**src/rtl/core/pap_pkg.sv**
```systemverilog
// shared constants and types of the polygon area and perimeter block
package pap_pkg;

    // polygon size limit
    localparam int MAX_POINTS = 1024;
    localparam int CNT_W      = $clog2(MAX_POINTS + 1);

    // field widths
    localparam int COORD_W    = 16;
    localparam int AREA_W     = 42;
    localparam int PERIM_W    = 35;
    localparam int VCOUNT_W   = 11;

    // shoelace term and sum widths
    localparam int PROD_W     = 2 * COORD_W;
    localparam int TERM_W     = PROD_W + 1;
    localparam int CROSS_W    = TERM_W + $clog2(MAX_POINTS);

    // edge length datapath
    localparam int DIFF_W     = COORD_W + 1;
    localparam int SQ_W       = 2 * COORD_W;
    localparam int D2_W       = SQ_W + 1;
    localparam int FRAC_SH    = 16;
    localparam int ROOT_W     = (D2_W + FRAC_SH + 1) / 2;
    localparam int SQ_IN_W    = 2 * ROOT_W;
    localparam int REM_W      = ROOT_W + 2;
    localparam int SQRT_STEPS = ROOT_W;
    localparam int STEP_W     = $clog2(SQRT_STEPS);

    // queue between front and back
    localparam int QUEUE_DEPTH = 4;
    localparam int QPTR_W      = $clog2(QUEUE_DEPTH);
    localparam int QCNT_W      = QPTR_W + 1;

    // register port
    localparam int APB_DATA_W = 32;
    localparam int PADDR_W    = 3;
    localparam int REG_IDX_W  = PADDR_W - 2;
    localparam logic [REG_IDX_W-1:0] REG_CLOSED_MODE = REG_IDX_W'(0);

    typedef logic signed [COORD_W-1:0] coord_t;

    // one classified vertex handed from front to back
    typedef struct packed {
        coord_t           prev_x;
        coord_t           prev_y;
        coord_t           cur_x;
        coord_t           cur_y;
        coord_t           first_x;
        coord_t           first_y;
        logic             edge_valid;
        logic             last;
        logic [CNT_W-1:0] count;
        logic             too_many;
    } pap_entry_t;

endpackage

```
**src/rtl/core/pap_ifs.sv**
```systemverilog
// valid/ready channel interfaces for vertex beats and result beats

interface pap_vertex_if;
    logic                         valid;
    logic                         ready;
    logic signed [pap_pkg::COORD_W-1:0] x_coord;
    logic signed [pap_pkg::COORD_W-1:0] y_coord;
    logic                         last_point;

    modport source (output valid, output x_coord, output y_coord, output last_point,
                    input ready);
    modport sink   (input valid, input x_coord, input y_coord, input last_point,
                    output ready);
endinterface

interface pap_result_if;
    logic                          valid;
    logic                          ready;
    logic [pap_pkg::AREA_W-1:0]    twice_area;
    logic [pap_pkg::PERIM_W-1:0]   perimeter_q8;
    logic [pap_pkg::VCOUNT_W-1:0]  vertex_count;
    logic                          overflow;

    modport source (output valid, output twice_area, output perimeter_q8,
                    output vertex_count, output overflow, input ready);
    modport sink   (input valid, input twice_area, input perimeter_q8,
                    input vertex_count, input overflow, output ready);
endinterface

```
**src/rtl/core/polygon_area_perimeter_top.sv**
```systemverilog
// top level of the polygon area and perimeter block
//
// Vertices arrive on the vertex channel as signed 16-bit x,y beats; last_point
// marks the final vertex of a polygon. One result beat per polygon leaves on the
// result channel: twice the area (exact), the perimeter in Q.8 (sum of floor
// square roots of each edge), the vertex count and an overflow flag. Vertices
// beyond the polygon size limit are dropped and set overflow.
// The front takes one vertex beat per cycle, while the queue has room, into a
// four-entry queue. For each edge the back picks up the entry, multiplies, adds,
// runs the bit-serial square root and accumulates; the last vertex adds the
// closing edge (without the square root if closed_mode is 0) and then loads the
// result register. The back takes no new entry until it is through with the last one.
// The square-root loop sets the sustained rate.
// closed_mode sits at byte address 0 of the APB port and resets to 1.
// Reset clears the polygon state, empties the queue and clears the result valid flag.
// When the result receiver stalls, the finished result waits in its register;
// the back keeps working on the next polygon's edges and the front keeps
// taking vertices until the queue is full.
module polygon_area_perimeter_top (
    input  logic                            clk,
    input  logic                            rst_n,
    pap_vertex_if.sink                      vertex,
    pap_result_if.source                    result,
    input  logic                            psel,
    input  logic                            penable,
    input  logic                            pwrite,
    input  logic [pap_pkg::PADDR_W-1:0]     paddr,
    input  logic [pap_pkg::APB_DATA_W-1:0]  pwdata,
    output logic [pap_pkg::APB_DATA_W-1:0]  prdata,
    output logic                            pready
);

    logic                   closed_mode_reg;
    logic                   reg_hit;
    logic                   fq_valid, fq_ready;
    pap_pkg::pap_entry_t    fq_data;
    logic                   qb_valid, qb_ready;
    pap_pkg::pap_entry_t    qb_data;

    // register port
    assign pready  = 1'b1;
    assign reg_hit = (paddr[pap_pkg::PADDR_W-1:2] == pap_pkg::REG_CLOSED_MODE);
    assign prdata  = reg_hit ? pap_pkg::APB_DATA_W'(closed_mode_reg) : '0;

    always_ff @(posedge clk or negedge rst_n)
    begin
        if (!rst_n)
        begin
            closed_mode_reg <= 1'b1;
        end
        else if (psel && penable && pwrite && pready && reg_hit)
        begin
            closed_mode_reg <= pwdata[0];
        end
    end

    // vertex intake
    pap_front u_front (
        .clk     (clk),
        .rst_n   (rst_n),
        .vertex  (vertex),
        .q_valid (fq_valid),
        .q_ready (fq_ready),
        .q_data  (fq_data)
    );

    // decoupling queue
    pap_queue u_queue (
        .clk       (clk),
        .rst_n     (rst_n),
        .in_valid  (fq_valid),
        .in_ready  (fq_ready),
        .in_data   (fq_data),
        .out_valid (qb_valid),
        .out_ready (qb_ready),
        .out_data  (qb_data)
    );

    // edge engine
    pap_back u_back (
        .clk         (clk),
        .rst_n       (rst_n),
        .closed_mode (closed_mode_reg),
        .q_valid     (qb_valid),
        .q_ready     (qb_ready),
        .q_data      (qb_data),
        .result      (result)
    );

endmodule

```
**src/rtl/core/pap_front.sv**
```systemverilog
// vertex intake: tracks first/previous vertex and count, classifies each beat
module pap_front (
    input  logic                clk,
    input  logic                rst_n,
    pap_vertex_if.sink          vertex,
    output logic                q_valid,
    input  logic                q_ready,
    output pap_pkg::pap_entry_t q_data
);

    pap_pkg::coord_t                first_x_reg;
    pap_pkg::coord_t                first_y_reg;
    pap_pkg::coord_t                prev_x_reg;
    pap_pkg::coord_t                prev_y_reg;
    logic [pap_pkg::CNT_W-1:0]      count_reg;
    logic                           too_many_reg;

    logic                           accept;
    logic                           is_first;
    logic                           room;
    pap_pkg::pap_entry_t            entry;

    assign vertex.ready = q_ready;
    assign accept       = vertex.valid && q_ready;

    // classify the incoming vertex
    always_comb
    begin
        is_first         = (count_reg == '0);
        room             = (count_reg < pap_pkg::CNT_W'(pap_pkg::MAX_POINTS));
        entry.prev_x     = is_first ? vertex.x_coord : prev_x_reg;
        entry.prev_y     = is_first ? vertex.y_coord : prev_y_reg;
        entry.first_x    = is_first ? vertex.x_coord : first_x_reg;
        entry.first_y    = is_first ? vertex.y_coord : first_y_reg;
        entry.cur_x      = vertex.x_coord;
        entry.cur_y      = vertex.y_coord;
        entry.edge_valid = !is_first && room;
        entry.last       = vertex.last_point;
        entry.count      = (is_first || room) ? pap_pkg::CNT_W'(count_reg + 1'b1) : count_reg;
        entry.too_many   = too_many_reg || (!is_first && !room);
    end

    // only beats that add an edge or close the polygon go to the back
    assign q_valid = accept && (entry.edge_valid || entry.last);
    assign q_data  = entry;

    // polygon tracking state
    always_ff @(posedge clk or negedge rst_n)
    begin
        if (!rst_n)
        begin
            first_x_reg  <= '0;
            first_y_reg  <= '0;
            prev_x_reg   <= '0;
            prev_y_reg   <= '0;
            count_reg    <= '0;
            too_many_reg <= 1'b0;
        end
        else if (accept)
        begin
            if (entry.last)
            begin
                first_x_reg  <= '0;
                first_y_reg  <= '0;
                prev_x_reg   <= '0;
                prev_y_reg   <= '0;
                count_reg    <= '0;
                too_many_reg <= 1'b0;
            end
            else
            begin
                if (is_first)
                begin
                    first_x_reg <= vertex.x_coord;
                    first_y_reg <= vertex.y_coord;
                end
                if (is_first || room)
                begin
                    prev_x_reg <= vertex.x_coord;
                    prev_y_reg <= vertex.y_coord;
                end
                count_reg    <= entry.count;
                too_many_reg <= entry.too_many;
            end
        end
    end

endmodule

```
**src/rtl/core/pap_queue.sv**
```systemverilog
// short register queue between the vertex front and the edge back
module pap_queue (
    input  logic                clk,
    input  logic                rst_n,
    input  logic                in_valid,
    output logic                in_ready,
    input  pap_pkg::pap_entry_t in_data,
    output logic                out_valid,
    input  logic                out_ready,
    output pap_pkg::pap_entry_t out_data
);

    pap_pkg::pap_entry_t            slot_reg [pap_pkg::QUEUE_DEPTH];
    logic [pap_pkg::QPTR_W-1:0]     wr_ptr_reg;
    logic [pap_pkg::QPTR_W-1:0]     rd_ptr_reg;
    logic [pap_pkg::QCNT_W-1:0]     fill_reg;
    logic [pap_pkg::QCNT_W-1:0]     fill_next;
    logic                           push;
    logic                           pop;

    assign in_ready  = (fill_reg != pap_pkg::QCNT_W'(pap_pkg::QUEUE_DEPTH));
    assign out_valid = (fill_reg != '0);
    assign out_data  = slot_reg[rd_ptr_reg];
    assign push      = in_valid && in_ready;
    assign pop       = out_valid && out_ready;

    // occupancy
    always_comb
    begin
        fill_next = fill_reg;
        if (push && !pop)
        begin
            fill_next = pap_pkg::QCNT_W'(fill_reg + 1'b1);
        end
        else if (pop && !push)
        begin
            fill_next = pap_pkg::QCNT_W'(fill_reg - 1'b1);
        end
    end

    // pointers and fill count
    always_ff @(posedge clk or negedge rst_n)
    begin
        if (!rst_n)
        begin
            wr_ptr_reg <= '0;
            rd_ptr_reg <= '0;
            fill_reg   <= '0;
        end
        else
        begin
            if (push)
            begin
                wr_ptr_reg <= pap_pkg::QPTR_W'(wr_ptr_reg + 1'b1);
            end
            if (pop)
            begin
                rd_ptr_reg <= pap_pkg::QPTR_W'(rd_ptr_reg + 1'b1);
            end
            fill_reg <= fill_next;
        end
    end

    // entry storage
    always_ff @(posedge clk)
    begin
        if (push)
        begin
            slot_reg[wr_ptr_reg] <= in_data;
        end
    end

endmodule

```
**src/rtl/core/pap_back.sv**
```systemverilog
// edge engine: shoelace term, bit-serial square root, sums and result register
module pap_back (
    input  logic                clk,
    input  logic                rst_n,
    input  logic                closed_mode,
    input  logic                q_valid,
    output logic                q_ready,
    input  pap_pkg::pap_entry_t q_data,
    pap_result_if.source        result
);

    typedef enum logic [5:0] {
        S_IDLE = 6'b000001,
        S_MUL  = 6'b000010,
        S_ADD  = 6'b000100,
        S_SQRT = 6'b001000,
        S_ACC  = 6'b010000,
        S_EMIT = 6'b100000
    } back_state_t;

    back_state_t                           state_reg, state_next;
    pap_pkg::pap_entry_t                   ent_reg, ent_next;
    logic                                  close_reg, close_next;
    pap_pkg::coord_t                       ax_reg, ax_next, ay_reg, ay_next;
    pap_pkg::coord_t                       bx_reg, bx_next, by_reg, by_next;
    logic [pap_pkg::SQ_W-1:0]              sqx_reg, sqy_reg;
    logic signed [pap_pkg::PROD_W-1:0]     cxa_reg, cxb_reg;
    logic [pap_pkg::SQ_IN_W-1:0]           v_reg, v_next;
    logic [pap_pkg::REM_W-1:0]             rem_reg, rem_next;
    logic [pap_pkg::ROOT_W-1:0]            root_reg, root_next;
    logic [pap_pkg::STEP_W-1:0]            step_reg, step_next;
    logic signed [pap_pkg::CROSS_W-1:0]    cross_reg, cross_next;
    logic [pap_pkg::PERIM_W-1:0]           len_reg, len_next;

    logic                                  res_valid_reg, res_valid_next;
    logic [pap_pkg::AREA_W-1:0]            area_reg, area_next;
    logic [pap_pkg::PERIM_W-1:0]           perim_reg, perim_next;
    logic [pap_pkg::VCOUNT_W-1:0]          vcount_reg, vcount_next;
    logic                                  ovf_reg, ovf_next;

    logic signed [pap_pkg::DIFF_W-1:0]     dx, dy;
    logic signed [2*pap_pkg::DIFF_W-1:0]   dx_sq, dy_sq;
    logic signed [pap_pkg::PROD_W-1:0]     prod_a, prod_b;
    logic signed [pap_pkg::TERM_W-1:0]     term;
    logic [pap_pkg::D2_W-1:0]              d2;
    logic [pap_pkg::REM_W-1:0]             rem_sh, trial;
    logic                                  ge;
    logic [pap_pkg::CROSS_W-1:0]           area_abs;
    logic                                  out_free;

    // multiplier inputs, one product per register
    assign dx     = {ax_reg[pap_pkg::COORD_W-1], ax_reg} - {bx_reg[pap_pkg::COORD_W-1], bx_reg};
    assign dy     = {ay_reg[pap_pkg::COORD_W-1], ay_reg} - {by_reg[pap_pkg::COORD_W-1], by_reg};
    assign dx_sq  = dx * dx;
    assign dy_sq  = dy * dy;
    assign prod_a = ax_reg * by_reg;
    assign prod_b = ay_reg * bx_reg;

    // shoelace term and squared length
    assign term = {cxa_reg[pap_pkg::PROD_W-1], cxa_reg} - {cxb_reg[pap_pkg::PROD_W-1], cxb_reg};
    assign d2   = pap_pkg::D2_W'(sqx_reg) + pap_pkg::D2_W'(sqy_reg);

    // one root digit per cycle
    assign rem_sh = {rem_reg[pap_pkg::REM_W-3:0], v_reg[pap_pkg::SQ_IN_W-1 -: 2]};
    assign trial  = {1'b0, root_reg[pap_pkg::ROOT_W-2:0], 2'b01};
    assign ge     = (rem_sh >= trial);

    // magnitude of the closed shoelace sum
    assign area_abs = cross_reg[pap_pkg::CROSS_W-1] ? pap_pkg::CROSS_W'(-cross_reg)
                                                    : pap_pkg::CROSS_W'(cross_reg);

    assign out_free     = !res_valid_reg || result.ready;
    assign q_ready      = (state_reg == S_IDLE);
    assign result.valid        = res_valid_reg;
    assign result.twice_area   = area_reg;
    assign result.perimeter_q8 = perim_reg;
    assign result.vertex_count = vcount_reg;
    assign result.overflow     = ovf_reg;

    // sequencer
    always_comb
    begin
        state_next     = state_reg;
        ent_next       = ent_reg;
        close_next     = close_reg;
        ax_next        = ax_reg;
        ay_next        = ay_reg;
        bx_next        = bx_reg;
        by_next        = by_reg;
        v_next         = v_reg;
        rem_next       = rem_reg;
        root_next      = root_reg;
        step_next      = step_reg;
        cross_next     = cross_reg;
        len_next       = len_reg;
        res_valid_next = res_valid_reg && !result.ready;
        area_next      = area_reg;
        perim_next     = perim_reg;
        vcount_next    = vcount_reg;
        ovf_next       = ovf_reg;

        unique case (state_reg)
            S_IDLE:
            begin
                if (q_valid)
                begin
                    ent_next = q_data;
                    ax_next  = q_data.prev_x;
                    ay_next  = q_data.prev_y;
                    if (q_data.edge_valid)
                    begin
                        bx_next    = q_data.cur_x;
                        by_next    = q_data.cur_y;
                        close_next = 1'b0;
                        state_next = S_MUL;
                    end
                    else if (q_data.last)
                    begin
                        bx_next    = q_data.first_x;
                        by_next    = q_data.first_y;
                        close_next = 1'b1;
                        state_next = S_MUL;
                    end
                end
            end
            S_MUL:
            begin
                state_next = S_ADD;
            end
            S_ADD:
            begin
                cross_next = cross_reg + {{(pap_pkg::CROSS_W - pap_pkg::TERM_W){term[pap_pkg::TERM_W-1]}}, term};
                v_next     = pap_pkg::SQ_IN_W'({d2, {pap_pkg::FRAC_SH{1'b0}}});
                rem_next   = '0;
                root_next  = '0;
                step_next  = '0;
                if (close_reg && !closed_mode)
                begin
                    state_next = S_EMIT;
                end
                else
                begin
                    state_next = S_SQRT;
                end
            end
            S_SQRT:
            begin
                rem_next  = ge ? pap_pkg::REM_W'(rem_sh - trial) : rem_sh;
                root_next = {root_reg[pap_pkg::ROOT_W-2:0], ge};
                v_next    = v_reg << 2;
                step_next = pap_pkg::STEP_W'(step_reg + 1'b1);
                if (step_reg == pap_pkg::STEP_W'(pap_pkg::SQRT_STEPS - 1))
                begin
                    state_next = S_ACC;
                end
            end
            S_ACC:
            begin
                len_next = len_reg + pap_pkg::PERIM_W'(root_reg);
                if (!close_reg && ent_reg.last)
                begin
                    ax_next    = ent_reg.cur_x;
                    ay_next    = ent_reg.cur_y;
                    bx_next    = ent_reg.first_x;
                    by_next    = ent_reg.first_y;
                    close_next = 1'b1;
                    state_next = S_MUL;
                end
                else if (close_reg)
                begin
                    state_next = S_EMIT;
                end
                else
                begin
                    state_next = S_IDLE;
                end
            end
            S_EMIT:
            begin
                if (out_free)
                begin
                    res_valid_next = 1'b1;
                    area_next      = pap_pkg::AREA_W'(area_abs);
                    perim_next     = len_reg;
                    vcount_next    = pap_pkg::VCOUNT_W'(ent_reg.count);
                    ovf_next       = ent_reg.too_many;
                    cross_next     = '0;
                    len_next       = '0;
                    state_next     = S_IDLE;
                end
            end
            default:
            begin
                state_next = S_IDLE;
            end
        endcase
    end

    // control state and sums
    always_ff @(posedge clk or negedge rst_n)
    begin
        if (!rst_n)
        begin
            state_reg     <= S_IDLE;
            close_reg     <= 1'b0;
            step_reg      <= '0;
            cross_reg     <= '0;
            len_reg       <= '0;
            res_valid_reg <= 1'b0;
        end
        else
        begin
            state_reg     <= state_next;
            close_reg     <= close_next;
            step_reg      <= step_next;
            cross_reg     <= cross_next;
            len_reg       <= len_next;
            res_valid_reg <= res_valid_next;
        end
    end

    // datapath registers
    always_ff @(posedge clk)
    begin
        ent_reg    <= ent_next;
        ax_reg     <= ax_next;
        ay_reg     <= ay_next;
        bx_reg     <= bx_next;
        by_reg     <= by_next;
        sqx_reg    <= dx_sq[pap_pkg::SQ_W-1:0];
        sqy_reg    <= dy_sq[pap_pkg::SQ_W-1:0];
        cxa_reg    <= prod_a;
        cxb_reg    <= prod_b;
        v_reg      <= v_next;
        rem_reg    <= rem_next;
        root_reg   <= root_next;
        area_reg   <= area_next;
        perim_reg  <= perim_next;
        vcount_reg <= vcount_next;
        ovf_reg    <= ovf_next;
    end

endmodule

```
**src/flat_wrapper.sv**
```systemverilog
// flat-port wrapper written by rule: the top's interface ports become plain ports
module polygon_area_perimeter_top_flat 
  (clk, rst_n, psel, penable, pwrite, paddr, pwdata, prdata, pready, vertex_valid, vertex_x_coord, vertex_y_coord, vertex_last_point, vertex_ready, result_valid, result_twice_area, result_perimeter_q8, result_vertex_count, result_overflow, result_ready);
  pap_vertex_if vertex_i ();
  pap_result_if result_i ();
  input  logic clk;
  input  logic rst_n;
  input  logic psel;
  input  logic penable;
  input  logic pwrite;
  input  logic [pap_pkg::PADDR_W-1:0] paddr;
  input  logic [pap_pkg::APB_DATA_W-1:0] pwdata;
  output logic [pap_pkg::APB_DATA_W-1:0] prdata;
  output logic pready;
  input wire logic [$bits(vertex_i.valid)-1:0] vertex_valid;
  input wire logic [$bits(vertex_i.x_coord)-1:0] vertex_x_coord;
  input wire logic [$bits(vertex_i.y_coord)-1:0] vertex_y_coord;
  input wire logic [$bits(vertex_i.last_point)-1:0] vertex_last_point;
  output wire logic [$bits(vertex_i.ready)-1:0] vertex_ready;
  output wire logic [$bits(result_i.valid)-1:0] result_valid;
  output wire logic [$bits(result_i.twice_area)-1:0] result_twice_area;
  output wire logic [$bits(result_i.perimeter_q8)-1:0] result_perimeter_q8;
  output wire logic [$bits(result_i.vertex_count)-1:0] result_vertex_count;
  output wire logic [$bits(result_i.overflow)-1:0] result_overflow;
  input wire logic [$bits(result_i.ready)-1:0] result_ready;
  assign vertex_i.valid = vertex_valid;
  assign vertex_i.x_coord = vertex_x_coord;
  assign vertex_i.y_coord = vertex_y_coord;
  assign vertex_i.last_point = vertex_last_point;
  assign vertex_ready = vertex_i.ready;
  assign result_valid = result_i.valid;
  assign result_twice_area = result_i.twice_area;
  assign result_perimeter_q8 = result_i.perimeter_q8;
  assign result_vertex_count = result_i.vertex_count;
  assign result_overflow = result_i.overflow;
  assign result_i.ready = result_ready;
  polygon_area_perimeter_top u_core (.clk(clk), .rst_n(rst_n), .vertex(vertex_i), .result(result_i), .psel(psel), .penable(penable), .pwrite(pwrite), .paddr(paddr), .pwdata(pwdata), .prdata(prdata), .pready(pready));
endmodule
```
**config.mk**
```make
export PLATFORM = sky130hd
export DESIGN_NAME = polygon_area_perimeter_top_flat
export DESIGN_NICKNAME = d
export VERILOG_FILES = /design/src/rtl/core/pap_pkg.sv /design/src/rtl/core/pap_ifs.sv /design/src/rtl/core/polygon_area_perimeter_top.sv /design/src/rtl/core/pap_front.sv /design/src/rtl/core/pap_queue.sv /design/src/rtl/core/pap_back.sv /design/src/flat_wrapper.sv
export SDC_FILE = /design/constraint.sdc
export NUM_CORES = 2
export LEC_CHECK = 0
export CAP_MARGIN = 20
export CORE_UTILIZATION = 65
export CTS_CLUSTER_DIAMETER = 200
export DETAILED_ROUTE_END_ITERATION = 10
export DONT_BUFFER_PORTS = 1
export PLACE_DENSITY = 0.81
export SKIP_CTS_REPAIR_TIMING = 1
export SLEW_MARGIN = 10
export SYNTH_ARGS = -nofsm -noshare
export SYNTH_HDL_FRONTEND = slang
export SYNTH_SLANG_ARGS = --single-unit
```
**constraint.sdc**
```tcl
create_clock -name clk -period 11.3 [get_ports clk]
set_input_delay 1.695 -clock clk [delete_from_list [all_inputs] [get_ports clk]]
set_output_delay 1.695 -clock clk [all_outputs]
set_load 0.01 [all_outputs]
```
==> summary.md <==
| Metric | Value |
|---|---|
| Ratio of final minimum period to clock period | `84.8%` |
| TritonCTS clock tree | `yes` |
| First DRT Iteration DRCs | `4916` |
| Global-route track usage on met2 | `52.0%` |
| Core footprint | `128000 um2` |
| Met1 track utilization from global routing | `between 30 and 40%` |
| Post-synthesis async set-or-reset flop share | `16.6%` |
| Final Hold Fails | `0` |
| Layout net count | `9315` |
| Busiest metal layer after global routing | `met2` |
| Number of instances in the synthesized netlist | `7713` |
| Top cells by instance count after synthesis | `sky130_fd_sc_hd__inv_1 (1354), sky130_fd_sc_hd__fa_1 (1044), sky130_fd_sc_hd__nand2_1 (913)` |
| Area share of the largest cell type after synthesis | `26.8%` |
| CP dominant cell by count | `sky130_fd_sc_hd__fa_1` |
| Endpoint required time on the critical path | `11.91 ns` |
| Count of flip-flops with a built-in enable after synthesis | `754` |
| Post-Route Setup TNS | `0 ns` |
| Drc violations | `0` |
| Routed via count | `roughly 56000` |
| Minimum clock period after layout | `9.59 ns` |
| Number of warnings reported in the yosys synthesis log | `0` |
| Post-synthesis sequential element count | `1055` |
| Largest driver fanout on the critical path | `15` |
| Launch point of the worst reg-to-reg path | `u_core.u_back.ax_reg[1]` |
| Clock buffer count from CTS | `around 110` |
| CTS root buffer | `sky130_fd_sc_hd__clkbuf_16` |
| Slew Limit Fails | `0` |
| Result of the run | `finished clean` |
| Reg clk slew, reported paths | `0.06 ns` |
| RSZ-0062 raised after global routing | `false` |
| Flop-to-flop setup slack | `~1.7 ns` |
| Die outline width | `362 um` |
| Half-perimeter wire length after placement | `143000 um` |
| Number of rows created at floorplan | `approximately 130` |
| Final global-route overflow total | `0` |
| Port bufs | `0` |
| Flip-flop count of the largest register after layout | `440` |
| Post-synthesis instance area | `84400 um2` |
| Final instance area | `90000 um2` |
| Flip-flop cell with the highest count after synthesis | `sky130_fd_sc_hd__edfxtp_1` |
| Source-to-sink clock delay at the later pin of the worst-skew pair | `0.78 ns` |
| Gate family responsible for the most delay along the worst path | `adder cells` |
| Initial cell density of the core | `65.9%` |
| Worst min-delay path class | `flop to flop` |
| Mean Syn Cell Area | `10.9 um2` |
| Area growth syn-to-layout | `6.65%` |
| Cell depth of the worst hold path | `0` |
| Layout Skew | `0.0901 ns` |
| Remaining antenna violation count | `0` |
| Most common cell in the synthesized netlist | `sky130_fd_sc_hd__inv_1` |
| Global routing usage on met3 | `under 10%` |
| Fmax | `0.104 GHz` |
| Cell with the largest stage delay on the worst path | `sky130_fd_sc_hd__edfxtp_1` |
| Min Hold Slack | `0.422 ns` |
| Antenna violations before repair | `9` |
| Worst Tran Pin Value | `1.14 ns` |
| Sequential area share after synthesis | `35.0%` |
| Max Cap Violations | `0` |
| Hold wc startpoint | `u_core.u_back.ent_reg[0]` |
| Kind of start point of the critical path | `flop` |
| Critical path start-end classification | `flop to flop` |
| Share of final-layout standard cells stronger than drive strength 1 | `under 10%` |
| DR WL/cell | `about 21 um` |
| First-pass GRT wire length | `316000 um` |
| Last weighted congestion value of the routability-driven placer | `around 0.92` |
| Reg-to-Reg End | `u_core.u_back.sqx_reg[31]` |
| Largest cells by area after synthesis | `sky130_fd_sc_hd__edfxtp_1 (27%), sky130_fd_sc_hd__fa_1 (25%), sky130_fd_sc_hd__ha_1 (7.7%)` |
| CTS H-tree depth | `3` |
| Placed cell areas | `86300 um2` |
| Relative slew slack | `between 20% and 30%` |
| Global router's overall resource usage | `between 30 and 40%` |
| First drt pass iteration count | `6` |
| Count of distinct cell types in the synthesized netlist | `between 70 and 80` |
| Clk sink count | `1055` |
| Min-Delay Endpoint | `u_core.u_back.result.overflow` |
| Setup violators final | `0` |
| Maximum number of pins on one net before global-route repair | `around 180` |
| Die area | `131000 um2` |
| Yosys top cell by area | `sky130_fd_sc_hd__edfxtp_1` |
| Routed wire length | `a little under 200000 um` |
| Maximum root-to-sink buffer count | `3` |
| Signal arrival time at the worst endpoint | `10.20 ns` |
| Critical path endpoint category | `flop` |
| Vias in the first global route | `59200` |
| Detailed-route vias per instance | `5.91` |
| Count of boundary I/O pins | `199` |
| Worst reg2reg path depth | `34` |
| Buffer and inverter count on the worst path | `6` |
| Max incr delay on CP | `0.60 ns` |
| Die Ht | `362 um` |
## cell usage in the layout (no fill, tap or decap), types with 110 or more instances in the layout
master / count
sky130_fd_sc_hd__xnor2_1: 251
sky130_fd_sc_hd__inv_1: 1352
sky130_fd_sc_hd__edfxtp_1: 754
sky130_fd_sc_hd__nand2_1: 912
sky130_fd_sc_hd__nor2_1: 447
sky130_fd_sc_hd__and2_1: 182
sky130_fd_sc_hd__o21ai_0: 247
sky130_fd_sc_hd__a21oi_1: 251
sky130_fd_sc_hd__mux4_2: 110
sky130_fd_sc_hd__dfrtp_1: 171
sky130_fd_sc_hd__dfxtp_1: 126
sky130_fd_sc_hd__fa_1: 1044
sky130_fd_sc_hd__ha_1: 520
sky130_fd_sc_hd__clkbuf_16: 110
sky130_fd_sc_hd__a21o_1: 151
## routing by layer
metal	vias to the layer above	share of wire [%]
met3	537	9.4
met1	28100	38
li1	25000	-
met2	2590	49
met4	8	3.9
met5	-	0.027
## worst max path at each step
stage                                     startpoint  depth (start not counted)                   endpoint  slack [ns]
after floorplan           u_core.u_back.state_reg[2]                          7    u_core.u_back.bx_reg[0]        2.50
after global placement       u_core.u_back.ax_reg[1]                         34  u_core.u_back.sqx_reg[31]        1.94
after detailed placement     u_core.u_back.ax_reg[1]                         34  u_core.u_back.sqx_reg[31]        1.82
after CTS                    u_core.u_back.ax_reg[1]                         34  u_core.u_back.sqx_reg[31]        1.82
after global routing         u_core.u_back.by_reg[1]                         33  u_core.u_back.sqy_reg[30]        1.19
final                        u_core.u_back.ax_reg[1]                         34  u_core.u_back.sqx_reg[31]        1.71
## area by class of cell
cell class	count	area [um2]
clock buffers	139	2960
flip-flops and latches	1055	29600
inverters	1366	5130
well taps	1729	2160
repair buffers	86	671
diodes	2	5.00
multi-input cells	5062	48800
clock inverters	61	711
fillers	8771	38100
## cells by family after synthesis
kind of cell / synth area share (%)
AO/OA/AOI/OAI: 7.37
XOR/XNOR: 3.75
adder cells (fa/ha/maj): 32.5
buffers and inverters: 7.37
flip-flops: 35.0
multiplexers: 3.63
other: 0.00890
AND/OR/NAND/NOR: 10.4
## stage by stage
step                util [%]  cells  worst slack [ns]
floorplan                  -   7743              2.50
global placement        67.4   9295              1.94
detailed placement      67.4   9296              1.82
CTS                     70.2   9496              1.82
global route            70.2   9499              1.19
finish                  70.2   9500              1.71
Power is not shown: default switching activity piles up to over one toggle a cycle in this logic, so the estimate is an artifact.
